### config.mk
export PLATFORM = sky130hd
export DESIGN_NAME = masked_soft_confusion_rmse
export DESIGN_NICKNAME = d
export VERILOG_FILES = /design/src/hdl/msc_pkg.sv /design/src/hdl/masked_soft_confusion_rmse.sv /design/src/hdl/msc_div.sv /design/src/hdl/msc_isqrt.sv /design/src/hdl/msc_ctrl.sv /design/src/hdl/msc_dpath.sv
export SDC_FILE = /design/constraint.sdc
export NUM_CORES = 2
export LEC_CHECK = 0
export BUFFER_PORTS_ARGS = -buffer_cell sky130_fd_sc_hd__buf_2
export CAP_MARGIN = 20
export CORE_MARGIN = 5
export CORE_UTILIZATION = 55
export CTS_BUF_LIST = sky130_fd_sc_hd__clkbuf_4 sky130_fd_sc_hd__clkbuf_8
export DETAILED_ROUTE_END_ITERATION = 7
export HOLD_SLACK_MARGIN = 0.1
export PLACE_DENSITY_LB_ADDON = 0.12
export SLEW_MARGIN = 20
export SYNTH_ARGS = -nofsm -noshare
export SYNTH_HDL_FRONTEND = slang
export SYNTH_HIERARCHICAL = 1
export SYNTH_SLANG_ARGS = --single-unit
### constraint.sdc
create_clock -name i_clk -period 11.7 [get_ports i_clk]
set_clock_uncertainty 0.2 [all_clocks]
set_input_delay 3.51 -clock i_clk [delete_from_list [all_inputs] [get_ports i_clk]]
set_output_delay 3.51 -clock i_clk [all_outputs]
set_load 0.1 [all_outputs]
### src/hdl/msc_pkg.sv
`timescale 1ns / 1ps
// ----------------------------------------------------------------------------
// msc_pkg
// shared widths, controller states and command/status types for the masked
// soft confusion and rmse block
// ----------------------------------------------------------------------------
package msc_pkg;

    localparam int SUM_W    = 28;
    localparam int SQ_W     = 37;
    localparam int CNT_W    = 21;
    localparam int FRAC_SH  = 16;
    localparam int NUM_W    = SQ_W + FRAC_SH;
    localparam int ROOT_W   = (NUM_W + 1) / 2;
    localparam int RMSE_W   = 16;
    localparam int CODE_W   = 8;
    localparam int IN_DW    = 16;
    localparam int OUT_DW   = 168;

    typedef enum logic [2:0] {
        ST_ACC,
        ST_DIV_GO,
        ST_DIV_RUN,
        ST_SQ_GO,
        ST_SQ_RUN,
        ST_LOAD
    } t_state;

    typedef struct packed {
        logic take;
        logic take_last;
        logic div_start;
        logic sqrt_start;
        logic load_totals;
    } t_cmd;

    typedef struct packed {
        logic slot_free;
        logic div_done;
        logic sqrt_done;
    } t_status;

endpackage

### src/hdl/masked_soft_confusion_rmse.sv
`timescale 1ns / 1ps
// ----------------------------------------------------------------------------
// masked_soft_confusion_rmse
// Streams one frame of pixels and reports soft confusion totals and RMSE.
// Slave channel: one beat per pixel, tdata = predicted and truth codes,
// tuser = region bit, tlast = last pixel of the frame.
// Master channel: exactly one beat per pixel beat, carrying the difference
// pixel; on the beat for the last pixel tlast is set and the four soft sums,
// the region pixel count and the RMSE (8 fraction bits) are valid, otherwise
// those fields are zero.
// Pixels are accepted one per cycle while the output register is free or
// being taken and no frame's totals are in progress; each result but the
// last pixel's appears in the next cycle in an output register, which frees
// as the beat is taken. The last pixel of a frame is followed by the
// bit-serial divider for sum of squares over count, the bit-serial square
// root and the sequencing states, with the slave ready low meanwhile.
// Reset clears all accumulators and empties the output register.
// When the master side stalls, the output beat is held and no new pixel is
// accepted until it is taken.
// ----------------------------------------------------------------------------
module masked_soft_confusion_rmse
    import msc_pkg::*;
#(
    parameter int MAX_PIXELS = 1048576,
    parameter int VALUE_BITS = 8
) (
    input  logic              i_clk,
    input  logic              i_rst_n,
    input  logic              s_axis_tvalid,
    output logic              s_axis_tready,
    // predicted [7:0], truth [15:8]
    input  logic [IN_DW-1:0]  s_axis_tdata,
    // region_valid [0]
    input  logic              s_axis_tuser,
    input  logic              s_axis_tlast,
    output logic              m_axis_tvalid,
    input  logic              m_axis_tready,
    // diff_red [7:0], diff_blue [15:8], sum_false_pos [43:16],
    // sum_false_neg [71:44], sum_true_pos [99:72], sum_true_neg [127:100],
    // rmse_value [143:128], pixels_counted [164:144], zero [167:165]
    output logic [OUT_DW-1:0] m_axis_tdata,
    // totals_valid
    output logic              m_axis_tlast
);

    t_cmd    cmd;
    t_status status;

    logic [CODE_W-1:0] diff_red, diff_blue;
    logic [SUM_W-1:0]  sum_fp, sum_fn, sum_tp, sum_tn;
    logic [RMSE_W-1:0] rmse_value;
    logic [CNT_W-1:0]  pixels_counted;

    msc_ctrl u_ctrl (
        .i_clk      (i_clk),
        .i_rst_n    (i_rst_n),
        .i_in_valid (s_axis_tvalid),
        .i_in_last  (s_axis_tlast),
        .i_status   (status),
        .o_in_ready (s_axis_tready),
        .o_cmd      (cmd)
    );

    msc_dpath #(
        .MAX_PIXELS (MAX_PIXELS),
        .VALUE_BITS (VALUE_BITS)
    ) u_dpath (
        .i_clk            (i_clk),
        .i_rst_n          (i_rst_n),
        .i_cmd            (cmd),
        .i_region         (s_axis_tuser),
        .i_predicted      (s_axis_tdata[7:0]),
        .i_truth          (s_axis_tdata[15:8]),
        .i_out_ready      (m_axis_tready),
        .o_status         (status),
        .o_out_valid      (m_axis_tvalid),
        .o_totals_valid   (m_axis_tlast),
        .o_diff_red       (diff_red),
        .o_diff_blue      (diff_blue),
        .o_sum_false_pos  (sum_fp),
        .o_sum_false_neg  (sum_fn),
        .o_sum_true_pos   (sum_tp),
        .o_sum_true_neg   (sum_tn),
        .o_rmse_value     (rmse_value),
        .o_pixels_counted (pixels_counted)
    );

    assign m_axis_tdata = {3'b000, pixels_counted, rmse_value, sum_tn, sum_tp,
                           sum_fn, sum_fp, diff_blue, diff_red};

endmodule

### src/hdl/msc_div.sv
`timescale 1ns / 1ps
// ----------------------------------------------------------------------------
// msc_div
// restoring divider, one quotient bit per cycle
// ----------------------------------------------------------------------------
module msc_div
    import msc_pkg::*;
(
    input  logic               i_clk,
    input  logic               i_rst_n,
    input  logic               i_start,
    input  logic [NUM_W-1:0]   i_dividend,
    input  logic [CNT_W-1:0]   i_divisor,
    output logic               o_done,
    output logic [NUM_W-1:0]   o_quotient
);

    localparam int CW = $clog2(NUM_W);
    localparam logic [CW-1:0] LAST_STEP = CW'(NUM_W - 1);

    logic             r_busy, n_busy;
    logic [CW-1:0]    r_cnt, n_cnt;
    logic [NUM_W-1:0] r_num, n_num;
    logic [CNT_W:0]   r_rem, n_rem;
    logic [CNT_W:0]   trial;
    logic             fits;

    always_comb begin
        trial = {r_rem[CNT_W-1:0], r_num[NUM_W-1]};
        fits  = (trial >= {1'b0, i_divisor});
        n_busy = r_busy;
        n_cnt  = r_cnt;
        n_num  = r_num;
        n_rem  = r_rem;
        if (i_start) begin
            n_busy = 1'b1;
            n_cnt  = LAST_STEP;
            n_num  = i_dividend;
            n_rem  = '0;
        end else if (r_busy) begin
            n_rem = fits ? (trial - {1'b0, i_divisor}) : trial;
            n_num = {r_num[NUM_W-2:0], fits};
            n_cnt = r_cnt - CW'(1);
            if (r_cnt == '0) begin
                n_busy = 1'b0;
            end
        end
    end

    always_ff @(posedge i_clk) begin
        if (!i_rst_n) begin
            r_busy <= 1'b0;
            r_cnt  <= '0;
        end else begin
            r_busy <= n_busy;
            r_cnt  <= n_cnt;
        end
        r_num <= n_num;
        r_rem <= n_rem;
    end

    assign o_done     = r_busy && (r_cnt == '0);
    assign o_quotient = r_num;

endmodule

### src/hdl/msc_isqrt.sv
`timescale 1ns / 1ps
// ----------------------------------------------------------------------------
// msc_isqrt
// digit-by-digit integer square root, one root bit per cycle
// ----------------------------------------------------------------------------
module msc_isqrt
    import msc_pkg::*;
(
    input  logic              i_clk,
    input  logic              i_rst_n,
    input  logic              i_start,
    input  logic [NUM_W-1:0]  i_radicand,
    output logic              o_done,
    output logic [ROOT_W-1:0] o_root
);

    localparam int XW = 2 * ROOT_W;
    localparam int CW = $clog2(ROOT_W);
    localparam logic [CW-1:0] LAST_STEP = CW'(ROOT_W - 1);

    logic              r_busy, n_busy;
    logic [CW-1:0]     r_cnt, n_cnt;
    logic [XW-1:0]     r_x, n_x;
    logic [ROOT_W+1:0] r_rem, n_rem;
    logic [ROOT_W-1:0] r_root, n_root;
    logic [ROOT_W+1:0] rem_sh;
    logic [ROOT_W+1:0] trial;
    logic              fits;

    always_comb begin
        rem_sh = {r_rem[ROOT_W-1:0], r_x[XW-1 -: 2]};
        trial  = {r_root, 2'b01};
        fits   = (rem_sh >= trial);
        n_busy = r_busy;
        n_cnt  = r_cnt;
        n_x    = r_x;
        n_rem  = r_rem;
        n_root = r_root;
        if (i_start) begin
            n_busy = 1'b1;
            n_cnt  = LAST_STEP;
            n_x    = XW'(i_radicand);
            n_rem  = '0;
            n_root = '0;
        end else if (r_busy) begin
            n_rem  = fits ? (rem_sh - trial) : rem_sh;
            n_root = {r_root[ROOT_W-2:0], fits};
            n_x    = {r_x[XW-3:0], 2'b00};
            n_cnt  = r_cnt - CW'(1);
            if (r_cnt == '0) begin
                n_busy = 1'b0;
            end
        end
    end

    always_ff @(posedge i_clk) begin
        if (!i_rst_n) begin
            r_busy <= 1'b0;
            r_cnt  <= '0;
        end else begin
            r_busy <= n_busy;
            r_cnt  <= n_cnt;
        end
        r_x    <= n_x;
        r_rem  <= n_rem;
        r_root <= n_root;
    end

    assign o_done = r_busy && (r_cnt == '0);
    assign o_root = r_root;

endmodule

### src/hdl/msc_ctrl.sv
`timescale 1ns / 1ps
// ----------------------------------------------------------------------------
// msc_ctrl
// sequencer: pixel accumulation, then divide, root and totals load per frame
// ----------------------------------------------------------------------------
module msc_ctrl
    import msc_pkg::*;
(
    input  logic    i_clk,
    input  logic    i_rst_n,
    input  logic    i_in_valid,
    input  logic    i_in_last,
    input  t_status i_status,
    output logic    o_in_ready,
    output t_cmd    o_cmd
);

    t_state r_state, n_state;
    logic   ready;

    assign ready = (r_state == ST_ACC) && i_status.slot_free;

    always_comb begin
        n_state = r_state;
        case (r_state)
            ST_ACC: begin
                if (ready && i_in_valid && i_in_last) begin
                    n_state = ST_DIV_GO;
                end
            end
            ST_DIV_GO:  n_state = ST_DIV_RUN;
            ST_DIV_RUN: begin
                if (i_status.div_done) begin
                    n_state = ST_SQ_GO;
                end
            end
            ST_SQ_GO:   n_state = ST_SQ_RUN;
            ST_SQ_RUN: begin
                if (i_status.sqrt_done) begin
                    n_state = ST_LOAD;
                end
            end
            ST_LOAD:    n_state = ST_ACC;
            default:    n_state = ST_ACC;
        endcase
    end

    always_comb begin
        o_cmd = '0;
        case (r_state)
            ST_ACC: begin
                o_cmd.take      = ready && i_in_valid;
                o_cmd.take_last = ready && i_in_valid && i_in_last;
            end
            ST_DIV_GO: o_cmd.div_start   = 1'b1;
            ST_SQ_GO:  o_cmd.sqrt_start  = 1'b1;
            ST_LOAD:   o_cmd.load_totals = 1'b1;
            default:   o_cmd = '0;
        endcase
    end

    assign o_in_ready = ready;

    always_ff @(posedge i_clk) begin
        if (!i_rst_n) begin
            r_state <= ST_ACC;
        end else begin
            r_state <= n_state;
        end
    end

endmodule

### src/hdl/msc_dpath.sv
`timescale 1ns / 1ps
// ----------------------------------------------------------------------------
// msc_dpath
// saturating accumulators, frame snapshot, divide/root units, output register
// ----------------------------------------------------------------------------
module msc_dpath
    import msc_pkg::*;
#(
    parameter int MAX_PIXELS = 1048576,
    parameter int VALUE_BITS = 8
) (
    input  logic              i_clk,
    input  logic              i_rst_n,
    input  t_cmd              i_cmd,
    input  logic              i_region,
    input  logic [CODE_W-1:0] i_predicted,
    input  logic [CODE_W-1:0] i_truth,
    input  logic              i_out_ready,
    output t_status           o_status,
    output logic              o_out_valid,
    output logic              o_totals_valid,
    output logic [CODE_W-1:0] o_diff_red,
    output logic [CODE_W-1:0] o_diff_blue,
    output logic [SUM_W-1:0]  o_sum_false_pos,
    output logic [SUM_W-1:0]  o_sum_false_neg,
    output logic [SUM_W-1:0]  o_sum_true_pos,
    output logic [SUM_W-1:0]  o_sum_true_neg,
    output logic [RMSE_W-1:0] o_rmse_value,
    output logic [CNT_W-1:0]  o_pixels_counted
);

    localparam int PW = (VALUE_BITS < CODE_W) ? VALUE_BITS : CODE_W;
    localparam logic [63:0] CODE_MAX64 = (64'd1 << VALUE_BITS) - 64'd1;
    localparam logic [63:0] SUM_FRAME  = CODE_MAX64 * 64'(MAX_PIXELS);
    localparam logic [63:0] SQ_FRAME   = CODE_MAX64 * CODE_MAX64 * 64'(MAX_PIXELS);
    localparam logic [63:0] SUM_WMAX   = (64'd1 << SUM_W) - 64'd1;
    localparam logic [63:0] SQ_WMAX    = (64'd1 << SQ_W) - 64'd1;
    localparam logic [63:0] CNT_WMAX   = (64'd1 << CNT_W) - 64'd1;
    localparam logic [63:0] SUM_CAP64  = (SUM_FRAME < SUM_WMAX) ? SUM_FRAME : SUM_WMAX;
    localparam logic [63:0] SQ_CAP64   = (SQ_FRAME < SQ_WMAX) ? SQ_FRAME : SQ_WMAX;
    localparam logic [63:0] CNT_CAP64  = (64'(MAX_PIXELS) < CNT_WMAX) ?
                                         64'(MAX_PIXELS) : CNT_WMAX;
    localparam logic [SUM_W:0] SUM_CAP = SUM_CAP64[SUM_W:0];
    localparam logic [SQ_W:0]  SQ_CAP  = SQ_CAP64[SQ_W:0];
    localparam logic [CNT_W:0] CNT_CAP = CNT_CAP64[CNT_W:0];
    localparam logic [VALUE_BITS-1:0] CODE_MAX_V = '1;

    logic [SUM_W-1:0] r_fp, r_fn, r_tp, r_tn;
    logic [SUM_W-1:0] n_fp, n_fn, n_tp, n_tn;
    logic [SQ_W-1:0]  r_sq, n_sq;
    logic [CNT_W-1:0] r_cnt, n_cnt;

    logic [SUM_W-1:0] r_tot_fp, r_tot_fn, r_tot_tp, r_tot_tn;
    logic [SQ_W-1:0]  r_tot_sq;
    logic [CNT_W-1:0] r_tot_cnt;
    logic [CODE_W-1:0] r_last_red, r_last_blue;

    logic              r_out_valid;
    logic              r_out_tv;
    logic [CODE_W-1:0] r_out_red, r_out_blue;
    logic [SUM_W-1:0]  r_out_fp, r_out_fn, r_out_tp, r_out_tn;
    logic [RMSE_W-1:0] r_out_rmse;
    logic [CNT_W-1:0]  r_out_cnt;

    logic [PW-1:0]         p, t, d;
    logic [2*PW-1:0]       d_sq;
    logic [VALUE_BITS-1:0] inv;
    logic                  neg;
    logic [SUM_W:0]        s_p_fp, s_inv_tn, s_p_tp, s_inv_fn;
    logic [SQ_W:0]         s_sq;
    logic [CNT_W:0]        s_cnt;
    logic [CODE_W-1:0]     red, blue;

    logic              div_done, sqrt_done;
    logic [NUM_W-1:0]  quotient;
    logic [ROOT_W-1:0] root;
    logic [RMSE_W-1:0] rmse;

    always_comb begin
        p    = i_predicted[PW-1:0];
        t    = i_truth[PW-1:0];
        d    = (p > t) ? (p - t) : (t - p);
        d_sq = (2*PW)'(d) * (2*PW)'(d);
        inv  = CODE_MAX_V - VALUE_BITS'(p);
        neg  = (t == '0);

        s_p_fp   = {1'b0, r_fp} + (SUM_W+1)'(p);
        s_inv_tn = {1'b0, r_tn} + (SUM_W+1)'(inv);
        s_p_tp   = {1'b0, r_tp} + (SUM_W+1)'(p);
        s_inv_fn = {1'b0, r_fn} + (SUM_W+1)'(inv);
        s_sq     = {1'b0, r_sq} + (SQ_W+1)'(d_sq);
        s_cnt    = {1'b0, r_cnt} + (CNT_W+1)'(1);

        n_fp = r_fp;
        n_fn = r_fn;
        n_tp = r_tp;
        n_tn = r_tn;
        n_sq = r_sq;
        n_cnt = r_cnt;
        red  = '0;
        blue = '0;
        if (i_region) begin
            n_sq  = (s_sq > SQ_CAP) ? SQ_CAP[SQ_W-1:0] : s_sq[SQ_W-1:0];
            n_cnt = (s_cnt > CNT_CAP) ? CNT_CAP[CNT_W-1:0] : s_cnt[CNT_W-1:0];
            if (neg) begin
                n_fp = (s_p_fp > SUM_CAP) ? SUM_CAP[SUM_W-1:0] : s_p_fp[SUM_W-1:0];
                n_tn = (s_inv_tn > SUM_CAP) ? SUM_CAP[SUM_W-1:0] : s_inv_tn[SUM_W-1:0];
                red  = CODE_W'(p);
            end else begin
                n_tp = (s_p_tp > SUM_CAP) ? SUM_CAP[SUM_W-1:0] : s_p_tp[SUM_W-1:0];
                n_fn = (s_inv_fn > SUM_CAP) ? SUM_CAP[SUM_W-1:0] : s_inv_fn[SUM_W-1:0];
                blue = CODE_W'(inv);
            end
        end
    end

    // accumulators, cleared once the frame's totals are captured
    always_ff @(posedge i_clk) begin
        if (!i_rst_n) begin
            r_fp  <= '0;
            r_fn  <= '0;
            r_tp  <= '0;
            r_tn  <= '0;
            r_sq  <= '0;
            r_cnt <= '0;
        end else if (i_cmd.take_last) begin
            r_fp  <= '0;
            r_fn  <= '0;
            r_tp  <= '0;
            r_tn  <= '0;
            r_sq  <= '0;
            r_cnt <= '0;
        end else if (i_cmd.take) begin
            r_fp  <= n_fp;
            r_fn  <= n_fn;
            r_tp  <= n_tp;
            r_tn  <= n_tn;
            r_sq  <= n_sq;
            r_cnt <= n_cnt;
        end
    end

    always_ff @(posedge i_clk) begin
        if (i_cmd.take_last) begin
            r_tot_fp    <= n_fp;
            r_tot_fn    <= n_fn;
            r_tot_tp    <= n_tp;
            r_tot_tn    <= n_tn;
            r_tot_sq    <= n_sq;
            r_tot_cnt   <= n_cnt;
            r_last_red  <= red;
            r_last_blue <= blue;
        end
    end

    msc_div u_div (
        .i_clk      (i_clk),
        .i_rst_n    (i_rst_n),
        .i_start    (i_cmd.div_start),
        .i_dividend ({r_tot_sq, {FRAC_SH{1'b0}}}),
        .i_divisor  (r_tot_cnt),
        .o_done     (div_done),
        .o_quotient (quotient)
    );

    msc_isqrt u_isqrt (
        .i_clk      (i_clk),
        .i_rst_n    (i_rst_n),
        .i_start    (i_cmd.sqrt_start),
        .i_radicand (quotient),
        .o_done     (sqrt_done),
        .o_root     (root)
    );

    always_comb begin
        if (r_tot_cnt == '0) begin
            rmse = '0;
        end else if (root[ROOT_W-1:RMSE_W] != '0) begin
            rmse = '1;
        end else begin
            rmse = root[RMSE_W-1:0];
        end
    end

    // output register
    always_ff @(posedge i_clk) begin
        if (!i_rst_n) begin
            r_out_valid <= 1'b0;
        end else if ((i_cmd.take && !i_cmd.take_last) || i_cmd.load_totals) begin
            r_out_valid <= 1'b1;
        end else if (i_out_ready) begin
            r_out_valid <= 1'b0;
        end
    end

    always_ff @(posedge i_clk) begin
        if (i_cmd.take && !i_cmd.take_last) begin
            r_out_tv   <= 1'b0;
            r_out_red  <= red;
            r_out_blue <= blue;
            r_out_fp   <= '0;
            r_out_fn   <= '0;
            r_out_tp   <= '0;
            r_out_tn   <= '0;
            r_out_rmse <= '0;
            r_out_cnt  <= '0;
        end else if (i_cmd.load_totals) begin
            r_out_tv   <= 1'b1;
            r_out_red  <= r_last_red;
            r_out_blue <= r_last_blue;
            r_out_fp   <= r_tot_fp;
            r_out_fn   <= r_tot_fn;
            r_out_tp   <= r_tot_tp;
            r_out_tn   <= r_tot_tn;
            r_out_rmse <= rmse;
            r_out_cnt  <= r_tot_cnt;
        end
    end

    assign o_status.slot_free = !r_out_valid || i_out_ready;
    assign o_status.div_done  = div_done;
    assign o_status.sqrt_done = sqrt_done;

    assign o_out_valid      = r_out_valid;
    assign o_totals_valid   = r_out_tv;
    assign o_diff_red       = r_out_red;
    assign o_diff_blue      = r_out_blue;
    assign o_sum_false_pos  = r_out_fp;
    assign o_sum_false_neg  = r_out_fn;
    assign o_sum_true_pos   = r_out_tp;
    assign o_sum_true_neg   = r_out_tn;
    assign o_rmse_value     = r_out_rmse;
    assign o_pixels_counted = r_out_cnt;

endmodule

==> run_summary.xml <==
<?xml version="1.0" encoding="UTF-8"?>
<metrics>
  <group name="status">
    <metric name="outcome" unit="">finished clean</metric>
  </group>
  <group name="sta">
    <metric name="finalMaxSlewViolations" unit="">0</metric>
    <metric name="setup_violations" unit="">0</metric>
    <metric name="timing.fmax" unit="GHz">0.08951</metric>
    <metric name="setup_repair_after_global_routing_missed_its_margin" unit="">no</metric>
    <metric name="finalCritPeriodShare" unit="%">95.49</metric>
    <metric name="max-slew-margin-rel" unit="%">27.24</metric>
    <metric name="layout_min_cycle_time" unit="ps">11170</metric>
    <metric name="worst_slew_pin_slew" unit="ps">1091</metric>
    <metric name="finalHoldViolCount" unit="">0</metric>
  </group>
  <group name="finish">
    <metric name="fin_nets" unit="">4793</metric>
    <metric name="num-fill-cells" unit="">6472</metric>
    <metric name="final_core_utilization" unit="%">61.31</metric>
    <metric name="layout-drive-gt1-share" unit="%">14.74</metric>
    <metric name="post_layout_instance_count_excluding_filler_cells" unit="">5661</metric>
    <metric name="area_delta_synth_final" unit="%">10.90</metric>
  </group>
  <group name="setup_path">
    <metric name="critical_path.startpoint" unit="">s_axis_tdata[0]</metric>
    <metric name="reg2reg_depth" unit="">19</metric>
    <metric name="crit_top_cell" unit="">fa_1</metric>
    <metric name="critPathRequiredTime" unit="ps">12030</metric>
    <metric name="worstSetupEndpoint" unit="">u_dpath/r_tot_sq[25]$_DFFE_PP_</metric>
    <metric name="critPathCaptureType" unit="">flop</metric>
    <metric name="start_kind" unit="">input pin</metric>
    <metric name="worst_path_buffer_plus_inverter_count" unit="">5</metric>
    <metric name="crit_family" unit="">adder cells</metric>
    <metric name="worstSetupPathDepth" unit="">30</metric>
    <metric name="critPathSlowestCell" unit="">fa_1</metric>
    <metric name="worst-setup-path-type" unit="">in -&gt; reg</metric>
    <metric name="cp_max_stage_delay" unit="ps">510</metric>
    <metric name="worst_r2r_endpoint" unit="">u_dpath/r_tot_sq[25]$_DFFE_PP_</metric>
    <metric name="r2r_slack" unit="ps">5730</metric>
    <metric name="critical_path.reg2reg.startpoint" unit="">u_dpath/r_sq[4]$_SDFFE_PP0P_</metric>
    <metric name="arrival" unit="ps">11500</metric>
    <metric name="cp_max_fo" unit="">10</metric>
  </group>
  <group name="synth">
    <metric name="synth-simple-area-share" unit="%">18.06</metric>
    <metric name="synthesis.yosys.warnings" unit="">6</metric>
    <metric name="synth_mux_area_share" unit="%">8.100</metric>
    <metric name="yosys.area_share.adder" unit="%">6.559</metric>
    <metric name="synth.lib_cells_used.distinct" unit="">112</metric>
    <metric name="top_reg_cell_synth" unit="">dfxtp_1</metric>
    <metric name="synth_xor_xnor_area_share" unit="%">2.878</metric>
    <metric name="synth_async_sr_flop_share" unit="%">0</metric>
    <metric name="synth_top_family_by_area" unit="">simple AND/OR/NAND/NOR gates</metric>
    <metric name="avgSynthCellArea" unit="µm²">9.206</metric>
    <metric name="post-synth-top-area-cell" unit="">edfxtp_1</metric>
    <metric name="ys_ff_latch" unit="">721</metric>
    <metric name="syn-instance-count" unit="">4463</metric>
    <metric name="synthMostInstantiatedCell" unit="">nor2_1</metric>
    <metric name="syn-cell-area" unit="mm²">0.04109</metric>
    <metric name="leading_cell_types_by_count_after_synthesis" unit="">530 x nor2_1, 413 x dfxtp_1, 376 x nand2_1</metric>
    <metric name="synth.top_cell.area_share" unit="%">22.51</metric>
    <metric name="synth-seq-area-share" unit="%">42.63</metric>
    <metric name="synth_edf_count" unit="">308</metric>
    <metric name="synth_area_leaders" unit="">edfxtp_1 23%, dfxtp_1 20%, mux2i_1 5.0%</metric>
    <metric name="synth_compound_gate_area_share" unit="%">16.68</metric>
  </group>
  <group name="clock_tree">
    <metric name="cts-hold-fix-buffers" unit="">0</metric>
    <metric name="cts_post_setup_buffers_inserted" unit="">0</metric>
    <metric name="cts-buffers-inserted" unit="">120</metric>
    <metric name="clock_latency" unit="ps">750</metric>
    <metric name="root_buffer" unit="">clkbuf_8</metric>
    <metric name="clock_tree.buffer_depth" unit="">3</metric>
    <metric name="clk_pin_slew_worst_paths" unit="ps">60</metric>
    <metric name="tritoncts" unit="">built</metric>
    <metric name="h_tree_levels" unit="">3</metric>
    <metric name="clkSinkCount" unit="">721</metric>
    <metric name="postCtsResizedCells" unit="">0</metric>
  </group>
  <group name="route">
    <metric name="final_antenna_net_count" unit="">0</metric>
    <metric name="routed-via-count" unit="">33950</metric>
    <metric name="detail_route.wl_per_cell" unit="µm">19.03</metric>
    <metric name="drt_pre_antenna_iters" unit="">6</metric>
    <metric name="post_drt_via_cell_ratio" unit="">5.996</metric>
    <metric name="wirelength" unit="µm">107700</metric>
    <metric name="wl_met3" unit="µm">6414</metric>
    <metric name="met2_length" unit="µm">49570</metric>
    <metric name="detail_route.iter0.violations" unit="">3265</metric>
    <metric name="route.top_layer_used" unit="">met5</metric>
    <metric name="wirelength_met1" unit="µm">49220</metric>
    <metric name="post-route-drc-count" unit="">0</metric>
  </group>
  <group name="power">
    <metric name="power-per-cell-area" unit="mW/mm²">204.3</metric>
    <metric name="internal-power" unit="µW">5816</metric>
    <metric name="maximum_resistive_drop_on_vdd" unit="µV">306.0</metric>
    <metric name="switching_share" unit="%">37.52</metric>
    <metric name="leakage" unit="µW">0.01748</metric>
    <metric name="power.switching" unit="µW">3492</metric>
    <metric name="fin_total_pwr" unit="µW">9309</metric>
    <metric name="power.share.clock" unit="%">25.8</metric>
    <metric name="share_seq_of_total_power" unit="%">32.6</metric>
    <metric name="pwr-share-comb" unit="%">41.7</metric>
  </group>
  <group name="place">
    <metric name="dp.cells" unit="">5428</metric>
    <metric name="io_buffer_count" unit="">189</metric>
    <metric name="gp_congestion" unit="">0.9392</metric>
    <metric name="hpwlAfterDp" unit="µm">73860</metric>
  </group>
  <group name="floorplan">
    <metric name="die_area" unit="mm²">0.08027</metric>
    <metric name="core_area" unit="mm²">0.07432</metric>
    <metric name="fp.dieW" unit="µm">283.3</metric>
    <metric name="die-height" unit="µm">283.3</metric>
    <metric name="ioPinCount" unit="">193</metric>
    <metric name="initial_core_util" unit="%">55.28</metric>
    <metric name="placementRows" unit="">100</metric>
  </group>
  <group name="grt">
    <metric name="antenna_found_initial" unit="">8</metric>
    <metric name="grt.total_usage" unit="%">25.69</metric>
    <metric name="grt_pass1_vias" unit="">31820</metric>
    <metric name="grt-ovfl-total" unit="">0</metric>
    <metric name="grt_start_max_net_pins" unit="">86</metric>
    <metric name="grt_pass1_wl" unit="µm">172300</metric>
  </group>
  <group name="job">
    <metric name="max_cap_viol_count" unit="">0</metric>
  </group>
  <group name="hold_path">
    <metric name="min_path_type" unit="">reg -&gt; reg</metric>
  </group>
</metrics>
[layer usage]
| metal | vias to the layer above | GRT usage (%) |
|---|---|---|
| met5 | - | 0 |
| met4 | 4 | 7.206 |
| met3 | 184 | 3.987 |
| met2 | 1072 | 41.41 |
| met1 | 16170 | 36.24 |
| li1 | 16510 | - |
[power by group through the flow]
stage	Clock (µW)	Combinational [µW]	Sequential, µW
final	2400	3880	3030
after global routing	2580	4370	3050
after CTS	2460	3860	3030
after detailed placement	0	3840	3080
after global placement	0	3790	3080
after floorplan	0	2860	3090
[state kept, by name, indices dropped and copies added (netlist names), 16 cells and up]
register and cells:
u_dpath/o_pixels_counted 21, u_dpath/o_rmse_value 16, u_dpath/o_sum_false_neg 28, u_dpath/o_sum_false_pos 28, u_dpath/o_sum_true_neg 28, u_dpath/o_sum_true_pos 28, u_dpath/r_cnt 21, u_dpath/r_fn 28
u_dpath/r_fp 28, u_dpath/r_sq 37, u_dpath/r_tn 28, u_dpath/r_tot_cnt 21, u_dpath/r_tot_fn 28, u_dpath/r_tot_fp 28, u_dpath/r_tot_sq 37, u_dpath/r_tot_tn 28
u_dpath/r_tot_tp 28, u_dpath/r_tp 28, u_dpath/u_div/o_quotient 53, u_dpath/u_div/r_rem 21, u_dpath/u_isqrt/o_root 27, u_dpath/u_isqrt/r_rem 27, u_dpath/u_isqrt/r_x 54
[worst min-delay path: cells and delay by family (launching register included)]
kind             cells  cell delay [ps]
AND/OR/NAND/NOR      1               40
flip-flops           1              320
AO/OA/AOI/OAI        1               50
[layout make-up]
type / count / area, µm² / share of cell area [%]
Antenna cell: 5 / 12.51 / 0.02746
Clock buffer: 172 / 2142 / 4.701
Clock inverter: 55 / 471.7 / 1.035
Inverter: 214 / 803.3 / 1.763
Multi-Input combinational cell: 3238 / 21650 / 47.52
Sequential cell: 721 / 17520 / 38.45
Tap cell: 969 / 1212 / 2.661
Timing Repair Buffer: 287 / 1752 / 3.844
[cells by family (layout without fill, tap and decap cells)]
logic type,after synthesis,after routing
AO/OA/AOI/OAI,1013,1013
XOR/XNOR,135,135
adder cells (fa/ha/maj),189,189
multiplexers,318,318
other,2,24
buffers and inverters,521,728
flip-flops,721,721
AND/OR/NAND/NOR,1564,1564
[per-stage QoR]
stage               worst slack, ps  hold slack [ps]  setup TNS [ps]  cell area [µm²]
global placement             -29.59            231.2          -234.4            42900
finish                        527.5            244.9               0            45570
global route                  38.80            270.6               0            45570
CTS                           652.7            251.1               0            45510
detailed placement           -119.2            237.0           -1807            42900
floorplan                     87.98            225.0               0            41150
[worst min path at each step]
| stage | cells after the start | startpoint | endpoint |
|---|---|---|---|
| floorplan | 2 | u_dpath/r_sq[13]$_SDFFE_PP0P_ | u_dpath/r_sq[13]$_SDFFE_PP0P_ |
| global placement | 2 | u_dpath/o_rmse_value[13]$_SDFFE_PP0P_ | u_dpath/o_rmse_value[13]$_SDFFE_PP0P_ |
| detailed placement | 2 | u_dpath/o_rmse_value[13]$_SDFFE_PP0P_ | u_dpath/o_rmse_value[13]$_SDFFE_PP0P_ |
| CTS | 2 | u_dpath/o_rmse_value[13]$_SDFFE_PP0P_ | u_dpath/o_rmse_value[13]$_SDFFE_PP0P_ |
| global route | 2 | u_dpath/o_rmse_value[11]$_SDFFE_PP0P_ | u_dpath/o_rmse_value[11]$_SDFFE_PP0P_ |
| finish | 2 | u_dpath/o_rmse_value[15]$_SDFFE_PP0P_ | u_dpath/o_rmse_value[15]$_SDFFE_PP0P_ |
[cells in the final DEF (no fill, tap or decap), types with 19 or more instances in the layout]
master,count
nor2_1,526
dfxtp_1,412
nand2_1,373
edfxtp_1,308
inv_1,210
a21oi_1,207
mux2i_1,204
buf_2,189
o21ai_0,187
nand3_1,168
ha_1,145
clkbuf_8,136
mux2_2,112
buf_4,93
nor3_1,93
a31oi_1,93
nand4_1,87
xnor2_1,74
xor2_1,61
and3_1,57
a211oi_1,55
nor4_1,46
fa_1,44
o31ai_1,41
clkbuf_4,36
a22o_1,36
a22oi_1,36
o21a_1,35
o211ai_1,34
and2_1,33
nand2b_1,32
a21o_1,30
a32oi_1,26
clkinv_2,24
o21ai_1,22
nor2b_1,21
a2111oi_0,20
conb_1,19
(Power assumes the default switching activity.)
